===== src/rtl/core/modexp_pkg.sv =====
package modexp_pkg;

  // Operand width of base, exponent, modulus and result.
  localparam int unsigned Width = 32;
  // Reduction step counter width: counts Width steps.
  localparam int unsigned CntW = $clog2(Width);
  // Modulus after reset.
  localparam logic [Width-1:0] ModReset = Width'(10009);

  // Register indexes on the configuration port.
  localparam logic [0:0] RegModulus = 1'b0;

  // Datapath operations issued by the controller.
  typedef enum logic [3:0] {
    OP_NONE,
    OP_LOAD,
    OP_RED_BASE,
    OP_MUL_XY,
    OP_MUL_YY,
    OP_STEP,
    OP_WR_X,
    OP_WR_Y,
    OP_WR_Y_SHIFT,
    OP_SHIFT
  } dp_op_e;

  // Controller states.
  typedef enum logic [3:0] {
    S_IDLE,
    S_BASE,
    S_BASE_STEP,
    S_BASE_WR,
    S_BIT,
    S_MULX,
    S_STEPX,
    S_WRX,
    S_SQ_CHECK,
    S_STEPY,
    S_WRY,
    S_DONE
  } ctrl_state_e;

  // Command from controller to datapath.
  typedef struct packed {
    dp_op_e op;
    logic   publish;
  } dp_cmd_t;

  // Status from datapath to controller.
  typedef struct packed {
    logic mod_zero;
    logic exp_zero;
    logic exp_lsb;
    logic exp_rest_zero;
    logic red_last;
  } dp_status_t;

endpackage


===== src/rtl/core/modexp_dp.sv =====
module modexp_dp (
  input  logic                             clk_i,
  input  logic                             rst_ni,
  input  modexp_pkg::dp_cmd_t              cmd_i,
  output modexp_pkg::dp_status_t           status_o,
  input  logic [modexp_pkg::Width-1:0]     modulus_i,
  input  logic [modexp_pkg::Width-1:0]     base_i,
  input  logic [modexp_pkg::Width-1:0]     exponent_i,
  output logic [modexp_pkg::Width-1:0]     result_o
);

  localparam int unsigned W = modexp_pkg::Width;
  localparam int unsigned CW = modexp_pkg::CntW;

  logic [W-1:0]    x_q, x_d;
  logic [W-1:0]    y_q, y_d;
  logic [W-1:0]    e_q, e_d;
  logic [W-1:0]    r_q, r_d;
  logic [W-1:0]    lo_q, lo_d;
  logic [CW-1:0]   cnt_q, cnt_d;
  logic [W-1:0]    res_q;

  logic [W-1:0]    mul_b;
  logic [2*W-1:0]  prod;
  logic [W:0]      shifted;
  logic [W:0]      diff;
  logic            ge;
  logic            mod_one;

  // One multiplier: x*y or y*y, high half into the remainder, low half into lo.
  assign mul_b = (cmd_i.op == modexp_pkg::OP_MUL_XY) ? x_q : y_q;
  assign prod  = (2*W)'(y_q) * (2*W)'(mul_b);

  // Restoring reduction step: shift in the next low bit, subtract modulus if it fits.
  assign shifted = {r_q, lo_q[W-1]};
  assign diff    = shifted - {1'b0, modulus_i};
  assign ge      = shifted >= {1'b0, modulus_i};
  assign mod_one = modulus_i == W'(1);

  always_comb begin
    x_d   = x_q;
    y_d   = y_q;
    e_d   = e_q;
    r_d   = r_q;
    lo_d  = lo_q;
    cnt_d = cnt_q;
    case (cmd_i.op)
      modexp_pkg::OP_LOAD: begin
        y_d = base_i;
        e_d = exponent_i;
        x_d = mod_one ? W'(0) : W'(1);
      end
      modexp_pkg::OP_RED_BASE: begin
        r_d   = '0;
        lo_d  = y_q;
        cnt_d = '0;
      end
      modexp_pkg::OP_MUL_XY, modexp_pkg::OP_MUL_YY: begin
        r_d   = prod[2*W-1:W];
        lo_d  = prod[W-1:0];
        cnt_d = '0;
      end
      modexp_pkg::OP_STEP: begin
        r_d   = ge ? diff[W-1:0] : shifted[W-1:0];
        lo_d  = {lo_q[W-2:0], 1'b0};
        cnt_d = cnt_q + CW'(1);
      end
      modexp_pkg::OP_WR_X: begin
        x_d = r_q;
      end
      modexp_pkg::OP_WR_Y: begin
        y_d = r_q;
      end
      modexp_pkg::OP_WR_Y_SHIFT: begin
        y_d = r_q;
        e_d = {1'b0, e_q[W-1:1]};
      end
      modexp_pkg::OP_SHIFT: begin
        e_d = {1'b0, e_q[W-1:1]};
      end
      default: begin
      end
    endcase
  end

  // Working registers.
  always_ff @(posedge clk_i) begin
    x_q  <= x_d;
    y_q  <= y_d;
    e_q  <= e_d;
    r_q  <= r_d;
    lo_q <= lo_d;
  end

  // Step counter is control state.
  always_ff @(posedge clk_i or negedge rst_ni) begin
    if (!rst_ni) begin
      cnt_q <= '0;
    end else begin
      cnt_q <= cnt_d;
    end
  end

  // Result holding register; a zero modulus answers zero.
  always_ff @(posedge clk_i) begin
    if (cmd_i.publish) begin
      res_q <= (modulus_i == '0) ? W'(0) : x_q;
    end
  end

  assign result_o = res_q;

  assign status_o.mod_zero      = modulus_i == '0;
  assign status_o.exp_zero      = e_q == '0;
  assign status_o.exp_lsb       = e_q[0];
  assign status_o.exp_rest_zero = e_q[W-1:1] == '0;
  assign status_o.red_last      = cnt_q == CW'(W - 1);

endmodule


===== src/rtl/core/modexp_ctrl.sv =====
module modexp_ctrl (
  input  logic                    clk_i,
  input  logic                    rst_ni,
  input  logic                    in_valid_i,
  output logic                    in_ready_o,
  output logic                    out_valid_o,
  input  logic                    out_ready_i,
  output modexp_pkg::dp_cmd_t     cmd_o,
  input  modexp_pkg::dp_status_t  status_i
);

  modexp_pkg::ctrl_state_e state_q, state_d;
  logic out_valid_q, out_valid_d;

  // State and output-valid registers.
  always_ff @(posedge clk_i or negedge rst_ni) begin
    if (!rst_ni) begin
      state_q     <= modexp_pkg::S_IDLE;
      out_valid_q <= 1'b0;
    end else begin
      state_q     <= state_d;
      out_valid_q <= out_valid_d;
    end
  end

  // Next state and datapath commands.
  always_comb begin
    state_d     = state_q;
    out_valid_d = out_valid_q && !out_ready_i;
    in_ready_o  = 1'b0;
    cmd_o.op    = modexp_pkg::OP_NONE;
    cmd_o.publish = 1'b0;
    case (state_q)
      modexp_pkg::S_IDLE: begin
        in_ready_o = 1'b1;
        if (in_valid_i) begin
          cmd_o.op = modexp_pkg::OP_LOAD;
          state_d  = status_i.mod_zero ? modexp_pkg::S_DONE : modexp_pkg::S_BASE;
        end
      end
      modexp_pkg::S_BASE: begin
        cmd_o.op = modexp_pkg::OP_RED_BASE;
        state_d  = modexp_pkg::S_BASE_STEP;
      end
      modexp_pkg::S_BASE_STEP: begin
        cmd_o.op = modexp_pkg::OP_STEP;
        if (status_i.red_last) begin
          state_d = modexp_pkg::S_BASE_WR;
        end
      end
      modexp_pkg::S_BASE_WR: begin
        cmd_o.op = modexp_pkg::OP_WR_Y;
        state_d  = modexp_pkg::S_BIT;
      end
      modexp_pkg::S_BIT: begin
        if (status_i.exp_zero) begin
          state_d = modexp_pkg::S_DONE;
        end else if (status_i.exp_lsb) begin
          state_d = modexp_pkg::S_MULX;
        end else begin
          state_d = modexp_pkg::S_SQ_CHECK;
        end
      end
      modexp_pkg::S_MULX: begin
        cmd_o.op = modexp_pkg::OP_MUL_XY;
        state_d  = modexp_pkg::S_STEPX;
      end
      modexp_pkg::S_STEPX: begin
        cmd_o.op = modexp_pkg::OP_STEP;
        if (status_i.red_last) begin
          state_d = modexp_pkg::S_WRX;
        end
      end
      modexp_pkg::S_WRX: begin
        cmd_o.op = modexp_pkg::OP_WR_X;
        state_d  = modexp_pkg::S_SQ_CHECK;
      end
      // The square is skipped once no further exponent bit is set.
      modexp_pkg::S_SQ_CHECK: begin
        if (status_i.exp_rest_zero) begin
          cmd_o.op = modexp_pkg::OP_SHIFT;
          state_d  = modexp_pkg::S_BIT;
        end else begin
          cmd_o.op = modexp_pkg::OP_MUL_YY;
          state_d  = modexp_pkg::S_STEPY;
        end
      end
      modexp_pkg::S_STEPY: begin
        cmd_o.op = modexp_pkg::OP_STEP;
        if (status_i.red_last) begin
          state_d = modexp_pkg::S_WRY;
        end
      end
      modexp_pkg::S_WRY: begin
        cmd_o.op = modexp_pkg::OP_WR_Y_SHIFT;
        state_d  = modexp_pkg::S_BIT;
      end
      // Hand the result over once the output register is free.
      modexp_pkg::S_DONE: begin
        if (!out_valid_q || out_ready_i) begin
          cmd_o.publish = 1'b1;
          out_valid_d   = 1'b1;
          state_d       = modexp_pkg::S_IDLE;
        end
      end
      default: begin
        state_d = modexp_pkg::S_IDLE;
      end
    endcase
  end

  assign out_valid_o = out_valid_q;

endmodule


===== src/rtl/core/modular_exponentiation.sv =====
// Modular exponentiation: power_mod = base ** exponent mod modulus.
// Input stream (s_axis): one item carries base and exponent in tdata.
// Output stream (m_axis): one item per input item carries power_mod.
// Configuration: APB-style port, register 0 at byte address 0 holds the
// modulus; write it only while the block is idle. A zero modulus gives 0.
// The block works on one item at a time with one 32 x 32 multiplier and a
// restoring reduction unit that retires one remainder bit per cycle; each
// modular multiply is a multiply, 32 reduction steps and a write back.
// Order of work after an item is accepted: the base is reduced first, then
// each exponent bit up to its highest set bit is checked; a one bit costs a
// modular multiply and every bit below the highest a modular square, while
// at the highest set bit the square is skipped. Then the result is published.
// Exponent zero only reduces the base; a zero modulus goes straight to
// publishing the result.
// A new item is accepted as soon as the previous result sits in the output
// register; if the receiver stalls, that result holds and the next result
// waits inside the block until the output register frees.
// Reset clears m_axis_tvalid, returns the block to idle and sets the modulus
// to 10009; the output data register itself is not reset.
module modular_exponentiation (
  input  logic        clk_i,
  input  logic        rst_ni,
  // Input stream
  input  logic        s_axis_tvalid,
  output logic        s_axis_tready,
  input  logic [63:0] s_axis_tdata,   // [31:0] base, [63:32] exponent
  // Output stream
  output logic        m_axis_tvalid,
  input  logic        m_axis_tready,
  output logic [31:0] m_axis_tdata,   // [31:0] power_mod
  // Configuration port
  input  logic        psel,
  input  logic        penable,
  input  logic        pwrite,
  input  logic [2:0]  paddr,
  input  logic [31:0] pwdata,
  output logic [31:0] prdata,
  output logic        pready
);

  localparam int unsigned W = modexp_pkg::Width;

  logic [W-1:0]            modulus_q;
  logic                    reg_write;
  modexp_pkg::dp_cmd_t     cmd;
  modexp_pkg::dp_status_t  status;

  // Modulus register.
  assign pready    = 1'b1;
  assign reg_write = psel && penable && pwrite && pready && (paddr[2] == modexp_pkg::RegModulus);

  always_ff @(posedge clk_i or negedge rst_ni) begin
    if (!rst_ni) begin
      modulus_q <= modexp_pkg::ModReset;
    end else if (reg_write) begin
      modulus_q <= pwdata[W-1:0];
    end
  end

  assign prdata = (paddr[2] == modexp_pkg::RegModulus) ? modulus_q : 32'd0;

  modexp_ctrl u_ctrl (
    .clk_i       (clk_i),
    .rst_ni      (rst_ni),
    .in_valid_i  (s_axis_tvalid),
    .in_ready_o  (s_axis_tready),
    .out_valid_o (m_axis_tvalid),
    .out_ready_i (m_axis_tready),
    .cmd_o       (cmd),
    .status_i    (status)
  );

  modexp_dp u_dp (
    .clk_i      (clk_i),
    .rst_ni     (rst_ni),
    .cmd_i      (cmd),
    .status_o   (status),
    .modulus_i  (modulus_q),
    .base_i     (s_axis_tdata[W-1:0]),
    .exponent_i (s_axis_tdata[2*W-1:W]),
    .result_o   (m_axis_tdata)
  );

endmodule


===== config.mk =====
export PLATFORM = sky130hd
export DESIGN_NAME = modular_exponentiation
export DESIGN_NICKNAME = d
export VERILOG_FILES = /design/src/rtl/core/modexp_pkg.sv /design/src/rtl/core/modexp_dp.sv /design/src/rtl/core/modexp_ctrl.sv /design/src/rtl/core/modular_exponentiation.sv
export SDC_FILE = /design/constraint.sdc
export NUM_CORES = 2
export LEC_CHECK = 0
export ABC_AREA = 1
export BUFFER_PORTS_ARGS = -buffer_cell sky130_fd_sc_hd__buf_4
export CORE_AREA = 5 5 302 304
export CTS_CLUSTER_DIAMETER = 50
export DETAILED_ROUTE_END_ITERATION = 8
export DIE_AREA = 0 0 307 309
export GPL_ROUTABILITY_DRIVEN = 0
export PLACE_DENSITY = 0.82
export SLEW_MARGIN = 10
export SYNTH_ARGS = -nofsm -noshare
export SYNTH_HDL_FRONTEND = slang
export SYNTH_HIERARCHICAL = 1
export SYNTH_SLANG_ARGS = --single-unit

===== constraint.sdc =====
create_clock -name clk_i -period 16.45 [get_ports clk_i]
set_input_delay 3.29 -clock clk_i [delete_from_list [all_inputs] [get_ports clk_i]]
set_output_delay 3.29 -clock clk_i [all_outputs]
set_load 0.02 [all_outputs]

After elaboration in Yosys (flattened, before gate mapping)
Index checks and enable logic that the tools add are counted.

storage, ports and cells
  memory bits (writable) = 0
  input bits = 106
  memories kept = 0
  word-level logic and storage cells = 93
  latch bits = 0
  register bits after elaboration = 234
  output and inout port bits = 67
  ROM bits = 0

operators by class
  magnitude comparators = 1
  shift operators = 0
  equal/unequal tests = 27
  multiplexer cells = 28
  reductions and logical operators = 23
  bitwise operators = 1
  add/sub/neg operators = 2
  multiply operators = 1
  div/mod/pow operators = 0

operators with widths
  operator                                               number
  case mux 32 bit (2 select lines)                       3
  case mux 32 bit (3 select lines)                       2
  two-way mux 32 bit                                     3
  zero test 32 bit                                       2
  multiplier 32 x 32 -> 64 bit                           1
  case mux 4 bit (11 select lines)                       1
  two-way mux 4 bit                                      10
  >= comparator 33 x 32 -> 1 bit                         1
  equality test 32 x 1 -> 1 bit (second input constant)  1
  equality test 4 x 3 -> 1 bit (second input constant)   8
  case mux 4 bit (8 select lines)                        1
  subtractor 32 bit                                      1
  zero test 31 bit                                       1
  equality test 4 bit (second input constant)            6
  equality test 4 x 2 -> 1 bit (second input constant)   4
  case mux 5 bit (2 select lines)                        1
  equality test 4 x 1 -> 1 bit (second input constant)   2
  != test 2 bit (second input constant)                  4
  nonzero test 2 bit                                     4
  OR reduction 2 bit                                     4
  two-way mux 1 bit                                      7
  OR reduction 3 bit                                     2
  adder 5 x 1 -> 5 bit (second input constant)           1
  equality test 5 bit (second input constant)            1
  8 further kinds                                        12

Logic depth before layout (Yosys ltp)
  depth in word-level cells = 7
  mapped depth = 46
  depth with buffers taken out = 44

Hierarchy
Netlist, hierarchy kept.

modules (own cells, without submodules)
  module                  area an instance (µm²)  sequential area each (µm²)  cells each  instances
  modexp_dp               45801.4                 5890.6                      5922        1
  modular_exponentiation  1595.3                  809.5                       212         1
  modexp_ctrl             485.5                   125.1                       82          1

Worst setup path after synthesis
Ideal clock, no wire load.

  kind = input -> register
  start = in s_axis_tvalid
  end = reg u_dp.r_q[16], data pin
  path slack = 6.187 ns
  arrival time = 10.010 ns
  required time = 16.196 ns
  library setup time = 0.254 ns
  cell stages on the path = 35
  buffers on the path = 2
  cell sequence = nand2_1 nand3_1 inv_1 nor2_4 inv_2 buf_2 nor2_1 inv_1 o21ai_2 inv_1 buf_2 nand2_1 fa_1 fa_1 fa_1 fa_1 inv_1 fa_1 fa_1 fa_1 inv_1 fa_1 inv_1 ha_1 nand2_1 inv_1 nand2_1 nor3_1 nand2_1 nor2_1 nand2_1 nand3_1 nand2_1 nand3_1 nand2_1

RTL lines
  what                    RTL line                      RTL
  start: declaration      modular_exponentiation.sv:24  input logic s_axis_tvalid,
  end signal: assignment  modexp_dp.sv:91               r_q <= r_d;
  end: declaration        modexp_dp.sv:18               logic [W-1:0] r_q, r_d;

==> impl_results.rst <==
.. list-table::
   :header-rows: 1

   * - Metric
     - Value
   * - Iteration-0 DRC count of the detailed router
     - 5,171
   * - Clock tree from TritonCTS
     - yes
   * - Initial DRT Pass Iterations
     - 9
   * - Final wirelength
     - roughly 150 mm
   * - FILL cells
     - 7,572
   * - CTS Root Buffer Type
     - sky130_fd_sc_hd__clkbuf_16
   * - Required time of the critical path
     - 16.73 ns
   * - Critical path fanouts, max
     - 37
   * - Starting density of the core
     - 0.544
   * - Pin count of the biggest net entering global routing
     - 68
   * - Sequential cell area
     - 6830 sq um
   * - Layer with the highest usage
     - met2
   * - H-tree Lvls
     - 1
   * - Mean instance size in the synthesized netlist
     - 7.70 sq um
   * - Vert. Die Dim
     - 309 um
   * - Data arrival, critical path
     - 12.62 ns
   * - Count of flip-flops with a built-in enable after synthesis
     - approximately 190
   * - Detailed placement HPWL
     - 123 mm
   * - Number of setup violations in the final report
     - 0
   * - Number of gates given a new drive strength after cts
     - 0
   * - Count of distinct cell types in the synthesized netlist
     - 49
   * - Detailed-route wire length per cell
     - roughly 21 um
   * - Max-cap violation count
     - 0
   * - CTS buffer count
     - 24
   * - Total track usage
     - 0.326
   * - Clock edge transition at the registers on the reported setup and hold paths
     - 0.06 ns
   * - Slew headroom
     - 0.120
   * - Detail-routed via count per cell
     - 5.68
   * - Antenna violations before repair
     - 15
   * - Top cell type by total area after synthesis
     - sky130_fd_sc_hd__fa_1
   * - Part of the Yosys area used for sequential elements
     - 0.143
   * - Period utilisation layout
     - 0.750
   * - Global-route track usage on met2
     - 0.504
   * - Final critical path time including I/O delays and setup
     - 12.34 ns
   * - Setup crit end kind
     - register
   * - Mapped Cells
     - roughly 6,200
   * - Width of the die
     - between 300 and 400 um
   * - Post-Synthesis Cell Area
     - around 48,000 sq um
   * - Number of flip-flops and latches in the synthesized netlist
     - 234
   * - Wire length of the first global-routing pass
     - 239 mm
   * - Met3 usage
     - 0.0931
   * - Number of global-route vias before repair
     - 43,000
   * - Run status
     - finished, final reports clean
   * - FF-to-FF path depth
     - 40
   * - Overall via count from detail_route
     - roughly 42,000
   * - Synthesized netlist net count
     - between 7,000 and 8,000
   * - Path category of the worst min-delay check
     - reg2reg
   * - Die footprint
     - 94,900 sq um
   * - Number of hold-repair buffers added at the cts stage
     - 0
   * - Async S/R FF share, synth
     - 0.179
   * - Clk_lat worst skew
     - 0.55 ns
   * - Final global-route overflow total
     - 0
   * - # IOs
     - between 150 and 200
   * - Startpoint types
     - primary input
   * - Number of remaining DRC errors
     - 0
   * - Final layout net count
     - approximately 7,600
   * - Standard cell core area
     - 88,000 sq um
   * - Final total negative setup slack
     - 0 ns
   * - Fraction of final layout cells sized beyond drive strength 1
     - 0.0580
   * - Primary flip-flop cell chosen by synthesis mapping
     - sky130_fd_sc_hd__edfxtp_1
   * - Number of stages on the worst hold path
     - 2
   * - Dominant cell type by count on the critical path
     - sky130_fd_sc_hd__nand2_1
   * - Upper clock frequency limit
     - 0.0810 GHz
   * - Unrepaired setup endpoints after global routing
     - false
   * - Maximum clock skew at final layout
     - between 0.02 and 0.025 ns
   * - Slew Limit Fails
     - 0
   * - Setup Buffers After CTS
     - 0
   * - Slew at the pin closest to its max-slew limit
     - 1.32 ns
   * - Syn-to-layout area delta
     - 6.55%
   * - Most numerous cell in the Yosys netlist
     - sky130_fd_sc_hd__nand2_1
   * - Synth top area cells
     - sky130_fd_sc_hd__fa_1, sky130_fd_sc_hd__nand2_1, sky130_fd_sc_hd__edfxtp_1
   * - Sinks on Clock Net
     - about 230
   * - Type of the worst setup path
     - in2reg
   * - Top post-synthesis cells by count
     - sky130_fd_sc_hd__nand2_1, sky130_fd_sc_hd__inv_1, sky130_fd_sc_hd__fa_1, sky130_fd_sc_hd__nor2_1, sky130_fd_sc_hd__ha_1
   * - Number of warnings printed during yosys synthesis
     - 6
   * - Number of buffer cells added on primary ports
     - 169
   * - Multi-input gate area in the final layout
     - around 34,000 sq um
   * - Crit-path max cell delay
     - 0.87 ns
   * - Slowest-stage cell, CP
     - sky130_fd_sc_hd__inv_1
   * - Hold violation count in the final report
     - 0
   * - Top cell type's share of synthesized area
     - 0.375
   * - Buffers from clock root to sink, at most
     - 3
   * - Std-Cell Rows
     - 109
   * - Met1 GRT Util
     - 0.399
   * - Count of antenna-violating nets left after detailed routing
     - 0
-- layer usage --
metal  wire length (um)  vias up
met3              21900      774
met2              67800     3040
met1              51300    20400
met5                 13        -
met4              13900        2
li1                   -    18200
-- critical path: cells and delay by family --
kind                       cells  cell delay (ns)
AOI/OAI and AO/OA              2             0.21
buffers and inverters         10             2.50
and+or+nand+nor               14             2.10
adders and majority gates      9             4.46
-- metrics by stage --
step	std cells	area [sq um]	hold slack [ns]	util	setup WS, ns
after CTS	7442	51000	0.485	0.580	4.45
after global routing	7452	51000	0.504	0.580	3.95
final	7457	51000	0.484	0.580	4.11
after global placement	7399	50200	0.467	0.570	4.09
after floorplan	6216	47900	0.449	-	6.19
after detailed placement	7399	50200	0.477	0.570	3.95
-- layout by cell type (no fill, tap or decap), types with 8 or more instances in the layout --
| cell | n |
|---|---|
| sky130_fd_sc_hd__and2_1 | 8 |
| sky130_fd_sc_hd__nand3_1 | 251 |
| sky130_fd_sc_hd__or2_2 | 8 |
| sky130_fd_sc_hd__nand2_1 | 1569 |
| sky130_fd_sc_hd__o211ai_1 | 12 |
| sky130_fd_sc_hd__xnor2_1 | 15 |
| sky130_fd_sc_hd__clkinv_1 | 16 |
| sky130_fd_sc_hd__dfrtp_1 | 35 |
| sky130_fd_sc_hd__nor2_1 | 883 |
| sky130_fd_sc_hd__ha_1 | 297 |
| sky130_fd_sc_hd__diode_2 | 15 |
| sky130_fd_sc_hd__inv_1 | 1486 |
| sky130_fd_sc_hd__nor4_1 | 11 |
| sky130_fd_sc_hd__a21oi_1 | 65 |
| sky130_fd_sc_hd__nand4_1 | 28 |
| sky130_fd_sc_hd__o21ai_1 | 13 |
| sky130_fd_sc_hd__o21ai_0 | 57 |
| sky130_fd_sc_hd__o221ai_1 | 12 |
| sky130_fd_sc_hd__inv_2 | 19 |
| sky130_fd_sc_hd__buf_4 | 249 |
| sky130_fd_sc_hd__o21ai_2 | 22 |
| sky130_fd_sc_hd__nor3_1 | 23 |
| sky130_fd_sc_hd__clkbuf_16 | 25 |
| sky130_fd_sc_hd__fa_1 | 897 |
| sky130_fd_sc_hd__edfxtp_1 | 192 |
-- registers in the layout (all words and copies together), names as in the netlist --
| register | cells |
|---|---|
| u_dp/y_q | 32 |
| u_dp/x_q | 32 |
| u_dp/result_o | 32 |
| u_dp/r_q | 32 |
| u_dp/e_q | 32 |
| u_dp/cnt_q | 5 |
| u_dp/lo_q | 32 |
| u_ctrl/out_valid_o | 1 |
| u_ctrl/state_q | 4 |
| modulus_q | 32 |
-- final cells by class --
type,count,area share
Multi-Input combinational cell,4236,0.673
Sequential cell,234,0.134
Inverter,1515,0.111
Timing Repair Buffer,249,0.0366
Tap cell,1165,0.0286
Clock buffer,29,0.0126
Clock inverter,14,0.00311
Antenna cell,15,0.000736
-- logic make-up after synthesis --
kind of cell    after synthesis  synth area share
simple gates               2817             0.234
buf+inv                    1746             0.141
fa+ha+maj                  1194             0.453
flops                       234             0.143
xor+xnor                     21           0.00384
mux                           1          0.000209
other cells                   1         0.0000783
compound gates              202            0.0254
-- final timing paths --
kind | startpoint | to | slack (ns)
max | s_axis_tvalid | u_dp/r_q[7]$_DFFE_PP_ | 4.11
min | modulus_q[4]$_DFFE_PN1P_ | modulus_q[4]$_DFFE_PN1P_ | 0.48
max reg2reg | u_dp/e_q[31]$_SDFFCE_PN0P_ | u_dp/r_q[7]$_DFFE_PP_ | 5.53
min reg2reg | modulus_q[4]$_DFFE_PN1P_ | modulus_q[4]$_DFFE_PN1P_ | 0.48
max in group asynchronous | rst_ni | modulus_q[16]$_DFFE_PN0P_ | 13.31
min in group asynchronous | rst_ni | modulus_q[11]$_DFFE_PN0P_ | 2.74
Power is not shown: default switching activity piles up to over one toggle a cycle in this logic, so the estimate is an artifact.
